===== config.mk =====
export PLATFORM = sky130hd
export DESIGN_NAME = utc_date_to_epoch_seconds
export DESIGN_NICKNAME = d
export VERILOG_FILES = /design/src/rtl/utce_pkg.sv /design/src/rtl/utc_date_to_epoch_seconds.sv
export SDC_FILE = /design/constraint.sdc
export NUM_CORES = 1
export LEC_CHECK = 0
export BUFFER_PORTS_ARGS = -buffer_cell sky130_fd_sc_hd__buf_2
export CAP_MARGIN = 0
export CORE_MARGIN = 1.5
export CORE_UTILIZATION = 50
export DETAILED_ROUTE_END_ITERATION = 16
export GPL_TIMING_DRIVEN = 0
export PLACE_DENSITY = 0.67
export SYNTH_ARGS = -nofsm -noshare
export SYNTH_HDL_FRONTEND = slang
export SYNTH_SLANG_ARGS = --single-unit

===== constraint.sdc =====
create_clock -name clock -period 24.1 [get_ports clock]
set_input_delay 1.205 -clock clock [delete_from_list [all_inputs] [get_ports clock]]
set_output_delay 1.205 -clock clock [all_outputs]
set_load 0.01 [all_outputs]

===== src/rtl/utce_pkg.sv =====
// utce_pkg: widths, constants and month table for the utc date to epoch seconds converter
`default_nettype none

package utce_pkg;

   // field widths
   localparam int YEAR_W   = 14;
   localparam int MONTH_W  = 4;
   localparam int DAY_W    = 5;
   localparam int HOUR_W   = 5;
   localparam int MINUTE_W = 6;
   localparam int SECOND_W = 6;
   localparam int SECS_W   = 38;

   // datapath widths of the shared multiplier
   localparam int DAYS_W   = 22;
   localparam int MUL_B_W  = 17;
   localparam int PROD_W   = DAYS_W + MUL_B_W;
   localparam int QY_W     = 7;
   localparam int LEAPS_W  = 12;

   // calendar limits
   localparam int EPOCH_YEAR = 1970;
   localparam int MAX_YEAR   = 9999;

   // leap years in 1 .. EPOCH_YEAR-1
   localparam int LEAPS_BEFORE_EPOCH =
      (EPOCH_YEAR - 1) / 4 - (EPOCH_YEAR - 1) / 100 + (EPOCH_YEAR - 1) / 400;

   // divide by 100 through a reciprocal, exact for values below 2**14
   localparam int DIV100_MUL   = 5243;
   localparam int DIV100_SHIFT = 19;

   localparam int DAYS_PER_YEAR = 365;
   localparam int SECS_PER_DAY  = 86400;
   localparam int SECS_PER_HOUR = 3600;
   localparam int SECS_PER_MIN  = 60;
   localparam int CENTURY       = 100;

   // days before the first of each month in a common year
   function automatic logic [8:0] days_before_month(input logic [MONTH_W-1:0] month);
      logic [8:0] d;
      case (month)
         4'd1:    d = 9'd0;
         4'd2:    d = 9'd31;
         4'd3:    d = 9'd59;
         4'd4:    d = 9'd90;
         4'd5:    d = 9'd120;
         4'd6:    d = 9'd151;
         4'd7:    d = 9'd181;
         4'd8:    d = 9'd212;
         4'd9:    d = 9'd243;
         4'd10:   d = 9'd273;
         4'd11:   d = 9'd304;
         4'd12:   d = 9'd334;
         default: d = 9'd0;
      endcase
      return d;
   endfunction

endpackage

`default_nettype wire


===== src/rtl/utc_date_to_epoch_seconds.sv =====
// utc_date_to_epoch_seconds: calendar timestamp to seconds since the epoch, one shared multiplier
//
//   channel   ports                         handshake
//   request   req_cal_year .. req_cal_second accepted when start & !busy
//   response  rsp_epoch_seconds, rsp_date_invalid  rsp_valid strobe, one cycle
//
// a valid request is answered after six passes through the one registered multiplier,
// a day total and a final accumulate, each a state of the sequencer.
// an invalid request is answered in the cycle after acceptance.
// busy is high while the sequencer runs; a new request is taken in the cycle of the strobe.
// synchronous reset clears the sequencer and the strobe; the receiver cannot stall.
`default_nettype none

module utc_date_to_epoch_seconds (
   input  wire logic                             clock,
   input  wire logic                             reset,
   input  wire logic                             start,
   output logic                                  busy,
   input  wire logic [utce_pkg::YEAR_W-1:0]      req_cal_year,
   input  wire logic [utce_pkg::MONTH_W-1:0]     req_cal_month,
   input  wire logic [utce_pkg::DAY_W-1:0]       req_cal_day,
   input  wire logic [utce_pkg::HOUR_W-1:0]      req_cal_hour,
   input  wire logic [utce_pkg::MINUTE_W-1:0]    req_cal_minute,
   input  wire logic [utce_pkg::SECOND_W-1:0]    req_cal_second,
   output logic                                  rsp_valid,
   output logic [utce_pkg::SECS_W-1:0]           rsp_epoch_seconds,
   output logic                                  rsp_date_invalid
);

   typedef enum logic [3:0] {
      IDLE,
      MUL_QY,
      MUL_R,
      MUL_YR,
      SUM_DAYS,
      MUL_DAY,
      MUL_HR,
      MUL_MIN,
      ADD_SEC
   } state_type;

   state_type                            state_ff, state_in;

   logic [utce_pkg::YEAR_W-1:0]          year_ff;
   logic [utce_pkg::MONTH_W-1:0]         month_ff;
   logic [utce_pkg::DAY_W-1:0]           day_ff;
   logic [utce_pkg::HOUR_W-1:0]          hour_ff;
   logic [utce_pkg::MINUTE_W-1:0]        minute_ff;
   logic [utce_pkg::SECOND_W-1:0]        second_ff;

   logic [utce_pkg::PROD_W-1:0]          prod_ff, prod_in;
   logic [utce_pkg::SECS_W-1:0]          acc_ff;
   logic [utce_pkg::DAYS_W-1:0]          days_ff;
   logic [utce_pkg::QY_W-1:0]            qy_ff;
   logic                                 rzero_ff;
   logic                                 leap_ff;

   logic                                 rsp_valid_ff;
   logic [utce_pkg::SECS_W-1:0]          rsp_secs_ff;
   logic                                 rsp_bad_ff;

   logic [utce_pkg::DAYS_W-1:0]          mul_a;
   logic [utce_pkg::MUL_B_W-1:0]         mul_b;
   logic                                 req_bad;
   logic                                 rzero_now;
   logic [utce_pkg::YEAR_W-1:0]          year_m1;
   logic [utce_pkg::QY_W-1:0]            qy_prev;
   logic [utce_pkg::LEAPS_W-1:0]         leaps;
   logic [utce_pkg::DAYS_W-1:0]          days_sum;
   logic [utce_pkg::SECS_W-1:0]          acc_sum;

   // range checks on the incoming request
   always_comb begin
      req_bad = 1'b0;
      if (req_cal_year < utce_pkg::YEAR_W'(utce_pkg::EPOCH_YEAR) ||
          req_cal_year > utce_pkg::YEAR_W'(utce_pkg::MAX_YEAR)) begin
         req_bad = 1'b1;
      end
      if (req_cal_month < 4'd1 || req_cal_month > 4'd12) begin
         req_bad = 1'b1;
      end
      if (req_cal_day == '0) begin
         req_bad = 1'b1;
      end
      if (req_cal_hour > 5'd23) begin
         req_bad = 1'b1;
      end
      if (req_cal_minute > 6'd59) begin
         req_bad = 1'b1;
      end
      if (req_cal_second > 6'd60) begin
         req_bad = 1'b1;
      end
   end

   // operand select for the shared multiplier
   always_comb begin
      mul_a = '0;
      mul_b = '0;
      case (state_ff)
         MUL_QY: begin
            mul_a = utce_pkg::DAYS_W'(year_ff);
            mul_b = utce_pkg::MUL_B_W'(utce_pkg::DIV100_MUL);
         end
         MUL_R: begin
            mul_a = utce_pkg::DAYS_W'(
               prod_ff[utce_pkg::DIV100_SHIFT +: utce_pkg::QY_W]);
            mul_b = utce_pkg::MUL_B_W'(utce_pkg::CENTURY);
         end
         MUL_YR: begin
            mul_a = utce_pkg::DAYS_W'(year_ff - utce_pkg::YEAR_W'(utce_pkg::EPOCH_YEAR));
            mul_b = utce_pkg::MUL_B_W'(utce_pkg::DAYS_PER_YEAR);
         end
         MUL_DAY: begin
            mul_a = days_ff;
            mul_b = utce_pkg::MUL_B_W'(utce_pkg::SECS_PER_DAY);
         end
         MUL_HR: begin
            mul_a = utce_pkg::DAYS_W'(hour_ff);
            mul_b = utce_pkg::MUL_B_W'(utce_pkg::SECS_PER_HOUR);
         end
         MUL_MIN: begin
            mul_a = utce_pkg::DAYS_W'(minute_ff);
            mul_b = utce_pkg::MUL_B_W'(utce_pkg::SECS_PER_MIN);
         end
         default: begin
            mul_a = '0;
            mul_b = '0;
         end
      endcase
      prod_in = utce_pkg::PROD_W'(mul_a) * utce_pkg::PROD_W'(mul_b);
   end

   // century remainder test, leap count and day total
   always_comb begin
      rzero_now = (year_ff == prod_ff[utce_pkg::YEAR_W-1:0]);
      year_m1   = year_ff - utce_pkg::YEAR_W'(1);
      // floor((year-1)/100) is one less than year/100 exactly on a century
      qy_prev   = qy_ff - utce_pkg::QY_W'(rzero_ff);
      leaps     = utce_pkg::LEAPS_W'(year_m1 >> 2) - utce_pkg::LEAPS_W'(qy_prev)
                + utce_pkg::LEAPS_W'(qy_prev >> 2);
      days_sum  = prod_ff[utce_pkg::DAYS_W-1:0]
                + utce_pkg::DAYS_W'(leaps)
                - utce_pkg::DAYS_W'(utce_pkg::LEAPS_BEFORE_EPOCH)
                + utce_pkg::DAYS_W'(utce_pkg::days_before_month(month_ff))
                + utce_pkg::DAYS_W'((month_ff > 4'd2) && leap_ff)
                + utce_pkg::DAYS_W'(day_ff)
                - utce_pkg::DAYS_W'(1);
      acc_sum   = acc_ff + prod_ff[utce_pkg::SECS_W-1:0];
   end

   // next state
   always_comb begin
      state_in = state_ff;
      case (state_ff)
         IDLE: begin
            if (start && !req_bad) begin
               state_in = MUL_QY;
            end
         end
         MUL_QY:   state_in = MUL_R;
         MUL_R:    state_in = MUL_YR;
         MUL_YR:   state_in = SUM_DAYS;
         SUM_DAYS: state_in = MUL_DAY;
         MUL_DAY:  state_in = MUL_HR;
         MUL_HR:   state_in = MUL_MIN;
         MUL_MIN:  state_in = ADD_SEC;
         ADD_SEC:  state_in = IDLE;
         default:  state_in = IDLE;
      endcase
   end

   // sequencer, datapath registers and registered response
   always_ff @(posedge clock) begin
      prod_ff <= prod_in;
      rsp_valid_ff <= 1'b0;
      case (state_ff)
         IDLE: begin
            if (start) begin
               year_ff   <= req_cal_year;
               month_ff  <= req_cal_month;
               day_ff    <= req_cal_day;
               hour_ff   <= req_cal_hour;
               minute_ff <= req_cal_minute;
               second_ff <= req_cal_second;
               if (req_bad) begin
                  rsp_valid_ff <= 1'b1;
                  rsp_secs_ff  <= '0;
                  rsp_bad_ff   <= 1'b1;
               end
            end
         end
         MUL_R: begin
            qy_ff <= prod_ff[utce_pkg::DIV100_SHIFT +: utce_pkg::QY_W];
         end
         MUL_YR: begin
            rzero_ff <= rzero_now;
            leap_ff  <= rzero_now ? (qy_ff[1:0] == 2'b00) : (year_ff[1:0] == 2'b00);
         end
         SUM_DAYS: begin
            days_ff <= days_sum;
         end
         MUL_HR: begin
            acc_ff <= prod_ff[utce_pkg::SECS_W-1:0];
         end
         MUL_MIN: begin
            acc_ff <= acc_sum;
         end
         ADD_SEC: begin
            rsp_valid_ff <= 1'b1;
            rsp_secs_ff  <= acc_sum + utce_pkg::SECS_W'(second_ff);
            rsp_bad_ff   <= 1'b0;
         end
         default: begin
         end
      endcase
      state_ff <= state_in;
      if (reset) begin
         state_ff     <= IDLE;
         rsp_valid_ff <= 1'b0;
      end
   end

   assign busy              = (state_ff != IDLE);
   assign rsp_valid         = rsp_valid_ff;
   assign rsp_epoch_seconds = rsp_secs_ff;
   assign rsp_date_invalid  = rsp_bad_ff;

endmodule

`default_nettype wire


Word level (Yosys, flattened, before mapping)
Memory sizes are Yosys's and may differ from the RTL's. A register that Yosys moved wholly into a read port is not among the register bits.
Cells that the tools add are included.
Storage, ports and cells
  ROM bits: 144
  input port bits: 43
  register bits: 191
  memories kept: 1
  output and inout bits: 41
Cells by class
  order comparisons: 8
  add/sub/neg operators: 13
  multipliers: 1
  multiplexer cells: 22
  reduce and logical (&&, ||, !) cells: 14
  equality and inequality tests: 12
Memories
  (name not given): words 16, bits a word 9, rd ports 1, clocked after Yosys merged registers in 1, write ports 0, line utce_pkg.sv:43  | case (month)
Operators with widths (number)
  $pmux W38 S2: 2
  $pmux W22 S6: 1
  $pmux W17 S6: 1
  $mux W38: 2
  $add A38 B38 Y38: 1
  $add A38 B6 Y38: 1
  $mul A22 B17 Y38: 1
  $pmux W4 S8: 1
  $add A22 B1 Y22: 1
  $add A22 B12 Y22: 1
  $add A22 B5 Y22: 1
  $add A22 B9 Y22: 1
  $sub A22 B1 Y22 const B: 1
  $sub A22 B9 Y22 const B: 1
  $eq A4 B3 Y1 const B: 4
  $sub A14 B11 Y15 const B: 1
  $eq A14 B14 Y1: 1
  $gt A14 B14 Y1 const B: 1
  $lt A14 B11 Y1 const B: 1
  $sub A14 B1 Y14 const B: 1
  $add A12 B5 Y12: 1
  $gt A6 B6 Y1 const B: 2
  $sub A12 B7 Y12: 1
  $mux W1: 11
  other kinds (21): 30

Longest topological paths before layout
Gate-level depths: netlist of run 1.
  word-level depth: 12
  depth in mapped cells: 33

Worst setup path before layout of run 1
OpenSTA, ideal clock, no wires.
  path type: register to register
  from: register year_ff[3] (netlist bit)
  to: register prod_ff[33] (netlist bit)
  required time: 24.028 ns
  arrival time: 7.624 ns
  cell stages (with the launch flop): 31
  path buffers: 2
  clock period less this slack: 7.696 ns
  path slack: 16.404 ns
  cells stage by stage: edfxtp_1 -> clkbuf_1 -> or3_1 -> nand3_1 -> nand2b_1 -> nor2b_1 -> or4_1 -> clkbuf_1 -> clkinv_1 -> fa_1 -> inv_1 -> fa_1 -> inv_1 -> fa_1 -> inv_1 -> fa_1 -> fa_1 -> fa_1 -> inv_1 -> ha_1 -> a21o_1 -> a21o_1 -> a21o_1 -> a21oi_1 -> o31ai_1 -> o41ai_1 -> o31ai_1 -> or4_1 -> and3_1 -> nor3_1 -> xnor2_1
Between the ends
  longest elaborated chain between the ends: 3
RTL lines
  start, declared: line utc_date_to_epoch_seconds.sv:44  | logic [utce_pkg::YEAR_W-1:0] year_ff;
  start signal, assigned: line utc_date_to_epoch_seconds.sv:180  | year_ff <= req_cal_year;
  $sub A14 B11 Y15: line utc_date_to_epoch_seconds.sv:111  | mul_a = utce_pkg::DAYS_W'(year_ff - utce_pkg::YEAR_W'(utce_pkg::EPOCH_YEAR));
  $pmux W22 S6 (*): line utc_date_to_epoch_seconds.sv:100  | case (state_ff)
  $mul A22 B17 Y38 (*): line utc_date_to_epoch_seconds.sv:131  | prod_in = utce_pkg::PROD_W'(mul_a) * utce_pkg::PROD_W'(mul_b);
  via prod_in (one bit): line utc_date_to_epoch_seconds.sv:51  | logic [utce_pkg::PROD_W-1:0] prod_ff, prod_in;
  end signal, assigned: line utc_date_to_epoch_seconds.sv:175  | prod_ff <= prod_in;
  end, declared: line utc_date_to_epoch_seconds.sv:51
The timed path passes the listed nets; every way through them passes the cells marked *.
A chain may end at the register's enable or synchronous reset.

Worst setup path after layout of run 1
  from: register state_ff[3]
  to: register prod_ff[36] (netlist bit)
Between the ends
  longest elaborated chain between the ends: 3
  elaborated cells between the ends (all ways): 9
RTL lines
  start, declared: line utc_date_to_epoch_seconds.sv:42  | state_type state_ff, state_in;
  start signal, assigned: line utc_date_to_epoch_seconds.sv:217  | state_ff <= state_in;
  $eq A4 B3 Y1, or another cell as far along: line utc_date_to_epoch_seconds.sv:100
  $pmux W22 S6 / $pmux W17 S6 (equally long branches): line utc_date_to_epoch_seconds.sv:100
  $mul A22 B17 Y38 (*): line utc_date_to_epoch_seconds.sv:131
  via prod_in (one bit): line utc_date_to_epoch_seconds.sv:51
Marked as above.

==> results of run 1 <==
[per-layer routing]
metal  vias up  global-route usage  routed length (um)
met5         -                   0                   0
li1       8495                   -                   -
met2       543               0.458               29800
met3       101              0.0432                3600
met4         0              0.0918                1970
met1      8843               0.379               28900
[worst max-delay path by stage]
stage / from / end / slack [ns]
finish: state_ff[3]$_SDFFE_PP0P_ / prod_ff[36]$_DFF_P_ / 14.08
global route: state_ff[3]$_SDFFE_PP0P_ / prod_ff[36]$_DFF_P_ / 13.62
CTS: state_ff[3]$_SDFFE_PP0P_ / prod_ff[36]$_DFF_P_ / 14.21
detailed placement: state_ff[3]$_SDFFE_PP0P_ / prod_ff[36]$_DFF_P_ / 14.27
global placement: state_ff[3]$_SDFFE_PP0P_ / prod_ff[36]$_DFF_P_ / 14.25
floorplan: year_ff[3]$_DFFE_PP_ / prod_ff[33]$_DFF_P_ / 16.40
[logic make-up after synthesis]
family                     after synthesis  synth area share
AOI/OAI and AO/OA                      394             0.107
other                                    2          0.000318
buffers and inverters                  570            0.0919
DFF                                    200             0.232
and+or+nand+nor                        625             0.129
adders and majority gates              534             0.371
muxes                                   10           0.00440
xor gates and xnor gates               171            0.0635
[state kept, by name (all words and copies together), names as in the netlist, named ones only]
name,count
acc_ff,38
day_ff,5
days_ff,22
hour_ff,5
leap_ff,1
minute_ff,6
month_ff,4
prod_ff,38
qy_ff,7
rsp_date_invalid,1
rsp_epoch_seconds,38
rsp_valid,1
rzero_ff,1
second_ff,6
state_ff,4
year_ff,14
[per-stage QoR]
step	setup WS, ns	utilization
floorplan	16.40	-
global placement	14.25	0.537
detailed placement	14.27	0.538
CTS	14.21	0.551
global route	13.62	0.551
finish	14.08	0.551
[synth_stat cells, types with 35 or more instances]
| cell | number |
|---|---|
| nand2_1 | 201 |
| dfxtp_1 | 52 |
| a21oi_1 | 104 |
| o21ai_0 | 95 |
| clkbuf_1 | 53 |
| nor2_1 | 146 |
| edfxtp_1 | 148 |
| fa_1 | 277 |
| a21o_1 | 47 |
| xnor2_1 | 116 |
| xor2_1 | 55 |
| ha_1 | 257 |
| nand3_1 | 35 |
| nor3_1 | 49 |
| inv_1 | 501 |
[area by class of cell]
class,count,area (um2)
timing repair buffer,86,474
tap,607,759
fill,4225,20900
clock inverter,15,178
clock buffer,17,425
sequential,200,5490
multi-input combinational,1792,16200
inverter,503,1890
buffer,67,280
[worst max-delay path, delay by kind of cell, from the launching register on]
kind / cells / cell delay, ns
flip-flops: 1 / 0.31
adder cells (fa/ha/maj): 7 / 3.10
XOR/XNOR: 1 / 0.15
AO/OA/AOI/OAI: 11 / 4.08
AND/OR/NAND/NOR: 3 / 1.23
buffers and inverters: 6 / 1.03
==> key figures, run 1 <==
Detailed routing
  – Iteration-0 DRC Markers: roughly 1400
  – WL final: 64.3 mm
  – TritonRoute pass-1 iters: 6
  – Avg WL per Cell: approximately 20 um
  – Vias: about 18000
  – Vias per cell: roughly 5.5
  – Post-route antenna net violation count: 0
  – DRC Markers: 0

Critical path
  – Crit path max-delay cell type: o41ai_1
  – Crit-path max cell delay: approximately 1.1 ns
  – R2R cell count: 28
  – RR Startpoint: state_ff[3]$_SDFFE_PP0P_
  – Crit path launch type: register
  – Critical path fanouts, max: 10
  – Setup CP Type: reg -> reg
  – Worst r2r dst: prod_ff[36]$_DFF_P_
  – Most frequent CP cell: fa_1
  – WP data required: between 20 and 25 ns
  – CP Capture Type: register
  – Worst EP arrival: 10.41 ns
  – R2R setup slack: between 10 and 15 ns

Logic synthesis
  – Top FF cell, synth: edfxtp_1
  – Share of the synthesized area in the top cell type: 0.235
  – Post-synth top area cell: fa_1
  – Register bit total from synthesis: 200
  – Mean Syn Cell Area: ~9.4 um2
  – YS warnings: 0
  – Sequential element share of the synthesized area: 0.232
  – Async set-reset flop share out of synthesis: 0
  – Netlist Area Pre-Place: 23600 um2
  – Number of distinct library cells after synthesis: 77
  – Top cells by area, synth: fa_1 24%, edfxtp_1 19%, ha_1 14%, inv_1 8.0%, dfxtp_1 4.4%
  – Number of synthesized flops with an enable pin: 148
  – Post-synthesis cell count: around 2500

Global routing
  – Largest net degree at the start of global routing: between 40 and 50
  – Overflow after GRT: 0
  – First-pass GRT wire length: about 100 mm
  – Vias in the first global route: ~19000
  – Initial antenna violation count: 0
  – GRT Overall Usage: 0.280

Timing
  – Period utilization: 0.416
  – Slew @ Worst Pin: approximately 1.3 ns
  – Final-report hold violation count: 0
  – Worst clock skew: approximately 0.015 ns
  – Max Slew Vio Count: 0
  – Fin crit period: about 10 ns
  – Slew HR: 0.109
  – FMAX: 99.8 MHz
  – Total Neg Setup Slack: 0 ns
  – Final Setup Violations: 0
  – WHS: 0.548 ns
  – Unrepaired setup endpoints after global routing: false

Place
  – Placed insts: between 3000 and 4000
  – Final RePlAce weighted congestion: 0.988
  – IO Port Bufs: 83
  – Post-DP HPWL: around 54 mm
  – Placed Area: between 20000 and 30000 um2

Die
  – Core area: approximately 47000 um2
  – Initial core utilization: 0.507
  – Die area: 48500 um2
  – Die Span Y: 220 um
  – Ports: 84
  – Cell row count: a little under 80
  – Die Width: 220 um

Clock network
  – Root Driver: clkbuf_16
  – Clock sinks: 200
  – Post-CTS setup buffers: 0
  – Post-CTS Hold Fix Bufs: 0
  – Cts bufs inserted: 17
  – Clk slew on worst S/H paths: 0.09 ns
  – Clk_lat worst skew: about 0.48 ns
  – CTS tree: done
  – Clock Path Buffers: 2
  – Resize count post-CTS: 0
  – H-tree depth: 4

Layout
  – Layout cells sized above 1: 0.0612
  – Layout overhead on the synthesized area: 8.80%
  – Commonest non-fill, non-tap cell in the layout: inv_1
  – Most frequent cells in the layout: 501 x inv_1, 277 x fa_1, 257 x ha_1, 201 x nand2_1, 148 x edfxtp_1
  – Ant. Diodes: 0
  – Final instance area: around 26000 um2
  – Non-Filler Instances: roughly 3300
  – Final #Nets: roughly 3200

Min path
  – Hold path depth: 2
  – Hold EP: acc_ff[30]$_DFFE_PN_
  – Worst Hold Launch: prod_ff[30]$_DFF_P_
  – Min-Delay Path Class: reg -> reg

Outcome
  – Outcome: finished, final reports clean

Job
  – Max-cap viol count: 0
Power of run 1 is not shown: default switching activity piles up to over one toggle a cycle in this logic, so the estimate is an artifact.
==> inputs of run 2 (changes only) <==
ABC_AREA = 1   (was unset)
PLACE_DENSITY = 0.66   (was 0.67)
clock period = 9.4 ns   (was 24.1 ns; I/O delays follow)
==> run 2 against run 1 <==
  * Critical path depth rose by 1
  * Worst hold slack got worse by 0.37 ns
  * Highest routed layer unchanged
  * Non-clock buffer count fell by 35
  * Utilization fell by 0.22 points
  * Critical path type unchanged
  * Synthesized cell count rose by 23%
  * Via count rose by 14%
  * Final area rose by 4.3%
==> key figures, run 2 <==
Outcome
  – Outcome: finished, final reports clean

Place
  – Post-DP HPWL: 61.7 mm (+14%)
  – Final RePlAce weighted congestion: 0.990 (+0.16%)
  – IO Port Bufs: 83 (unchanged)

Min path
  – Hold path depth: 1 (-1)
  – Worst Hold Launch: req_cal_hour[2]
  – Hold EP: hour_ff[2]$_DFFE_PP_
  – Min-Delay Path Class: in -> reg

Die
  – Die Width: 225 um (+2.2%)
  – Initial core utilization: 0.506 (-0.00123)
  – Die area: 50600 um2 (+4.4%)
  – Core area: 48700 um2 (+4.7%)
  – Cell row count: 81 (+2.5%)
  – Ports: 84 (unchanged)
  – Die Span Y: 225 um (+2.2%)

Detailed routing
  – TritonRoute pass-1 iters: 6 (unchanged)
  – WL final: 71.6 mm (+11%)
  – Vias per cell: 5.24 (-4.2%)
  – Vias: 20500 (+14%)
  – Avg WL per Cell: 18.3 um (-6.4%)
  – Post-route antenna net violation count: 0 (unchanged)
  – Iteration-0 DRC Markers: 1610 (+13%)
  – DRC Markers: 0 (unchanged)

Power and ir drop
  – PD cells: 323 nW/um2
  – Worst vdd ir: 278 uV
  – Leakage power: 0.0140 uW

Global routing
  – M1 GR Usage: 0.405 (+0.0257)
  – Vias in the first global route: 20800 (+11%)
  – First-pass GRT wire length: 113 mm (+10%)
  – Met3 GRT Util: 0.0291 (-0.0141)
  – Initial antenna violation count: 0 (unchanged)
  – GRT Overall Usage: 0.295 (+0.0157)
  – M2 GR Usage: 0.488 (+0.0298)
  – Largest net degree at the start of global routing: 40 (-11%)
  – Overflow after GRT: 0 (unchanged)
  – Busiest grt layer: met2

Logic synthesis
  – Number of synthesized flops with an enable pin: 148 (unchanged)
  – Top FF cell, synth: edfxtp_1
  – Number of distinct library cells after synthesis: 53 (-31%)
  – Count leader, synth: inv_1
  – Most frequent cells after synthesis: 756 x inv_1, 585 x nand2_1, 277 x fa_1
  – Sequential element share of the synthesized area: 0.223 (-0.00991)
  – YS warnings: 0 (unchanged)
  – Share of the synthesized area in the top cell type: 0.225 (-0.0100)
  – Top cells by area, synth: fa_1 23%, edfxtp_1 18%, ha_1 13%, inv_1 12%, nand2_1 8.9%
  – Netlist Area Pre-Place: 24600 um2 (+4.5%)
  – Async set-reset flop share out of synthesis: 0 (unchanged)
  – Post-synthesis cell count: 3070 (+23%)
  – Mean Syn Cell Area: 8.03 um2 (-15%)
  – Register bit total from synthesis: 200 (unchanged)
  – Post-synth top area cell: fa_1

Timing
  – Slew @ Worst Pin: 1.15 ns (-0.170 ns)
  – Unrepaired setup endpoints after global routing: false
  – Final-report hold violation count: 0 (unchanged)
  – FMAX: 118 MHz (+18%)
  – Final Setup Violations: 0 (unchanged)
  – Worst clock skew: 0.0254 ns (+0.0102 ns)
  – Period utilization: 0.904 (+0.489)
  – Fin crit period: 8.50 ns (-1.52 ns)
  – Slew HR: 0.226 (+0.117)
  – Max Slew Vio Count: 0 (unchanged)
  – WHS: 0.179 ns (-0.370 ns)
  – Total Neg Setup Slack: 0 ns (unchanged)

Layout
  – Ant. Diodes: 0 (unchanged)
  – Filler cells: 4661 (+10%)
  – Layout overhead on the synthesized area: 8.63%
  – Most frequent cells in the layout: 756 x inv_1, 584 x nand2_1, 277 x fa_1, 257 x ha_1, 251 x nor2_1
  – Final #Nets: 3808 (+17%)
  – Commonest non-fill, non-tap cell in the layout: inv_1
  – Layout cells sized above 1: 0.0567 (-0.00447)

Critical path
  – Worst EP arrival: 8.87 ns (-1.54 ns)
  – Crit path max-delay cell type: nor4_1
  – Most frequent CP cell: inv_1
  – Crit path launch type: register
  – RR Startpoint: state_ff[1]$_SDFFE_PP0P_
  – WP data required: 9.77 ns (-14.72 ns)
  – Worst r2r dst: prod_ff[33]$_DFF_P_
  – Critical path fanouts, max: 10 (unchanged)
  – R2R cell count: 29 (+3.6%)
  – R2R setup slack: 0.90 ns (-13.18 ns)
  – Setup CP Type: reg -> reg
  – Crit-path max cell delay: 0.71 ns (-0.37 ns)
  – CP Capture Type: register

Clock network
  – Clock Path Buffers: 2 (unchanged)
  – Post-CTS Hold Fix Bufs: 0 (unchanged)
  – Root Driver: clkbuf_16
  – CTS tree: done
  – Clk_lat worst skew: 0.47 ns (about the same)
  – Cts bufs inserted: 17 (unchanged)
  – Clock sinks: 200 (unchanged)
  – H-tree depth: 4 (unchanged)
  – Clk slew on worst S/H paths: 0.08 ns (about the same)
  – Post-CTS setup buffers: 0 (unchanged)
  – Resize count post-CTS: 0 (unchanged)

Job
  – Max-cap viol count: 0 (unchanged)
==> run 2: cell count changes in the layout (fill, tap and decap cells not counted), moves of 21 or more <==
cell,previous run,this run
or4_1,26,0
xnor2_1,116,31
nand4_1,17,51
nor2_1,145,251
nor3_1,47,25
a21oi_1,104,145
a21o_1,47,6
clkbuf_1,53,30
and3_1,32,3
o21ai_0,94,136
inv_1,501,756
nand2b_1,21,0
nand3_1,35,103
nand2_1,201,584
==> run 2: worst max-delay path by stage <==
stage	startpoint	end	slack, ns	depth (start not counted)
3_3_place_gp	state_ff[2]$_SDFFE_PP0P_	prod_ff[29]$_DFF_P_	0.14	23
5_1_grt	state_ff[1]$_SDFFE_PP0P_	prod_ff[33]$_DFF_P_	0.69	28
6_report	state_ff[1]$_SDFFE_PP0P_	prod_ff[33]$_DFF_P_	0.90	29
3_5_place_dp	state_ff[1]$_SDFFE_PP0P_	prod_ff[33]$_DFF_P_	1.06	29
2_1_floorplan	state_ff[2]$_SDFFE_PP0P_	prod_ff[32]$_DFF_P_	2.31	28
4_1_cts	state_ff[1]$_SDFFE_PP0P_	prod_ff[33]$_DFF_P_	1.02	29
==> run 2: report_power, final <==
part	internal, uW	switching, uW
Clock	387	377
Combinational	2190	4200
Sequential	1320	173
Total	3900	4750
==> run 2: layer usage <==
metal / routed length [um] / up-vias
met2: 32800 / 664
met4: 2420 / 0
met5: 0 / -
li1: - / 9828
met1: 32500 / 9860
met3: 3920 / 127
==> run 2: cells by family (layout without fill, tap and decap cells) <==
kind of cell / Yosys count / after routing / share of synthesized area
adders and majority gates: 534 / 534 / 0.355
xor gates and xnor gates: 91 / 91 / 0.0323
AOI/OAI and AO/OA: 351 / 351 / 0.0774
other: 2 / 58 / 0.000305
and+or+nand+nor: 1092 / 1092 / 0.190
buffers and inverters: 800 / 918 / 0.122
DFF: 200 / 200 / 0.223
==> run 2: area by class of cell <==
class | count | area, um2 | share of cell area
flip-flops and latches | 200 | 5490 | 0.205
plain buffers | 32 | 121 | 0.00453
repair buffers | 86 | 470 | 0.0176
multi-input cells | 2126 | 16400 | 0.612
well taps | 664 | 831 | 0.0310
clock inverters | 13 | 154 | 0.00575
inverters | 768 | 2880 | 0.108
clock buffers | 19 | 443 | 0.0165
==> run 2: worst max-delay path: cells and delay by family, from the launching register on <==
kind	cells	cell delay [ns]
buffers and inverters	9	0.96
flip-flops	1	0.33
AND/OR/NAND/NOR	8	2.74
adder cells (fa/ha/maj)	7	3.05
AO/OA/AOI/OAI	4	1.13
XOR/XNOR	1	0.19
==> run 2: per-stage QoR <==
step	area [um2]	utilization	std cells	total power, uW	setup WS (ns)
6_report	26800	0.549	3908	8640	0.900
2_1_floorplan	24900	-	3126	5930	2.31
4_1_cts	26800	0.549	3908	8560	1.02
3_3_place_gp	26100	0.535	3873	7660	0.141
3_5_place_dp	26200	0.537	3876	7700	1.06
5_1_grt	26800	0.549	3908	9480	0.687
Note: power is estimated with default switching activity, not from simulation.
==> inputs of run 3 (changes only) <==
REMOVE_ABC_BUFFERS = 1   (was unset)
==> run 3 against run 2 <==
  * Critical path depth down 1
  * Global-route usage down 1.1 points
  * Utilization about the same
  * Clock skew down 0.0089 ns
  * First-iteration DRC count down 11%
  * Non-clock buffer count down 26
  * Register-to-register slack worse by 0.38 ns
  * Combinational power down 2%
  * Power down 1.2%
  * Clock power up 2%
  * Final area about the same
  * Worst hold slack worse by 0.016 ns
  * Critical endpoint is now prod_ff[29]$_DFF_P_
==> key figures, run 3 (synthesized netlist as in run 2, its figures left out) <==
Clock network
  – Clock Path Buffers: 2 (unchanged)
  – Root Driver: clkbuf_16
  – Clk slew on worst S/H paths: 0.08 ns (about the same)
  – Resize count post-CTS: 0 (unchanged)
  – CTS tree: done
  – Post-CTS Hold Fix Bufs: 0 (unchanged)
  – Clk_lat worst skew: 0.47 ns (about the same)
  – H-tree depth: 4 (unchanged)
  – Clock sinks: 200 (unchanged)
  – Cts bufs inserted: 17 (unchanged)
  – Post-CTS setup buffers: 0 (unchanged)

Detailed routing
  – Vias: 20100 (-2.1%)
  – TritonRoute pass-1 iters: 5 (-1)
  – Post-route antenna net violation count: 0 (unchanged)
  – WL final: 68.1 mm (-4.8%)
  – DRC Markers: 0 (unchanged)
  – Iteration-0 DRC Markers: 1433 (-11%)
  – Vias per cell: 5.17 (-1.4%)
  – Avg WL per Cell: 17.5 um (-4.2%)

Global routing
  – First-pass GRT wire length: 109 mm (-3.3%)
  – Initial antenna violation count: 0 (unchanged)
  – Vias in the first global route: 20600 (-0.66%)
  – Overflow after GRT: 0 (unchanged)
  – GRT Overall Usage: 0.284 (-0.0110)
  – Largest net degree at the start of global routing: 54 (+35%)

Timing
  – Total Neg Setup Slack: 0 ns (unchanged)
  – Final Setup Violations: 0 (unchanged)
  – Final WS setup: 0.519 ns (-0.380 ns)
  – Period utilization: 0.945 (+0.0405)
  – FMAX: 113 MHz (-4.3%)
  – Fin crit period: 8.88 ns (+0.380 ns)
  – Slew @ Worst Pin: 1.03 ns (-0.120 ns)
  – WHS: 0.163 ns (-0.0158 ns)
  – Final-report hold violation count: 0 (unchanged)
  – Slew HR: 0.310 (+0.0840)
  – Max Slew Vio Count: 0 (unchanged)
  – Worst clock skew: 0.0165 ns (-0.00887 ns)
  – Unrepaired setup endpoints after global routing: false

Place
  – IO Port Bufs: 83 (unchanged)
  – Pre-CTS setup slack: 0.707 ns (-0.349 ns)
  – Final RePlAce weighted congestion: 0.979 (-1.1%)
  – Placed Area: 26200 um2 (about the same)
  – Post-DP HPWL: 58.5 mm (-5.2%)

Critical path
  – Worst EP arrival: 9.23 ns (+0.36 ns)
  – Setup CP Type: reg -> reg
  – Crit-path max cell delay: 0.71 ns (about the same)
  – CP Capture Type: register
  – Crit path max-delay cell type: nor2_1
  – Crit path launch type: register
  – R2R cell count: 28 (-3.4%)
  – CP Launch Point: state_ff[1]$_SDFFE_PP0P_
  – Critical path fanouts, max: 37 (+27)
  – Most frequent CP cell: inv_1
  – RR Startpoint: state_ff[1]$_SDFFE_PP0P_
  – WP data required: 9.75 ns (-0.02 ns)

Min path
  – Hold path depth: 1 (unchanged)
  – Min-Delay Path Class: in -> reg
  – Worst Hold Launch: req_cal_hour[0]

Outcome
  – Outcome: finished, final reports clean

Power and ir drop
  – PD cells: 319 nW/um2 (-1.2%)
  – Power share of the sequential group: 0.175 (+0.003)
  – Worst vdd ir: 270 uV (-2.7%)
  – Leakage power: 0.0140 uW (about the same)
  – Clk pwr share: 0.091 (+0.003)
  – Psw: 4650 uW (-2.1%)
  – Tot Pwr: 8540 uW (-1.2%)
  – Cell Int Power: 3890 uW (about the same)
  – Comb pwr share: 0.734 (-0.005)
  – Switching share of power: 0.544 (-0.00519)

Layout
  – Most frequent cells in the layout: 755 x inv_1, 584 x nand2_1, 277 x fa_1, 257 x ha_1, 248 x nor2_1
  – Ant. Diodes: 0 (unchanged)
  – Layout overhead on the synthesized area: 8.69% (about the same)
  – Reg area: 5490 um2 (unchanged)
  – Footprint of the multi-input gates: 16400 um2 (+0.14%)
  – Layout cells sized above 1: 0.0603 (+0.00357)
  – Filler cells: 4580 (-1.7%)
  – Final #Nets: 3782 (-0.68%)
  – Commonest non-fill, non-tap cell in the layout: inv_1
  – Final instance area: 26800 um2 (about the same)

Die
  – Cell row count: 81 (unchanged)
  – Core area: 48700 um2 (unchanged)
  – Ports: 84 (unchanged)
  – Initial core utilization: 0.506 (unchanged)
  – Die Width: 225 um (unchanged)
  – Die area: 50600 um2 (unchanged)
  – Die Span Y: 225 um (unchanged)

Job
  – Max-cap viol count: 0 (unchanged)
-- run 3: final timing paths --
| kind | slack (ns) | to |
|---|---|---|
| setup reg to reg | 0.52 | prod_ff[29]$_DFF_P_ |
| setup / recovery | 0.52 | prod_ff[29]$_DFF_P_ |
| hold / removal | 0.16 | hour_ff[0]$_DFFE_PP_ |
| hold reg to reg | 0.53 | state_ff[0]$_SDFFE_PP0P_ |
-- run 3: critical path, delay by kind of cell, from the launching register on --
family                   cells  cell delay [ns]
AO/OA/AOI/OAI                5             1.48
XOR/XNOR                     1             0.19
adder cells (fa/ha/maj)      7             3.01
buffers and inverters        9             1.15
flip-flops                   1             0.33
AND/OR/NAND/NOR              6             2.56
-- run 3: power by group through the flow --
| stage | registers (uW) | logic (uW) | clock network [uW] |
|---|---|---|---|
| 6_report | 1490 | 6270 | 777 |
| 5_1_grt | 1510 | 7120 | 819 |
| 4_1_cts | 1490 | 6220 | 789 |
| 3_5_place_dp | 1510 | 6130 | 0 |
| 3_3_place_gp | 1510 | 6050 | 0 |
| 2_1_floorplan | 1430 | 4500 | 0 |
-- run 3: through the flow --
stage	utilization	cells
3_3_place_gp	0.533	3841
5_1_grt	0.549	3882
2_1_floorplan	-	3094
4_1_cts	0.549	3882
6_report	0.549	3882
3_5_place_dp	0.537	3850
-- run 3: area by class of cell --
type	instances	area share
repair buffers	92	0.0212
clock buffers	18	0.0160
clock inverters	14	0.00691
flip-flops and latches	200	0.205
multi-input cells	2126	0.612
well taps	664	0.0310
inverters	768	0.108
-- run 3: metal layers --
metal | up-vias | routed length [um] | part of all wire | global-route usage
li1 | 9793 | - | - | -
met1 | 9651 | 30700 | 0.45 | 0.387
met2 | 503 | 32000 | 0.47 | 0.476
met3 | 108 | 3530 | 0.052 | 0.0291
met4 | 0 | 1890 | 0.028 | 0.0931
met5 | - | 0 | 0 | 0
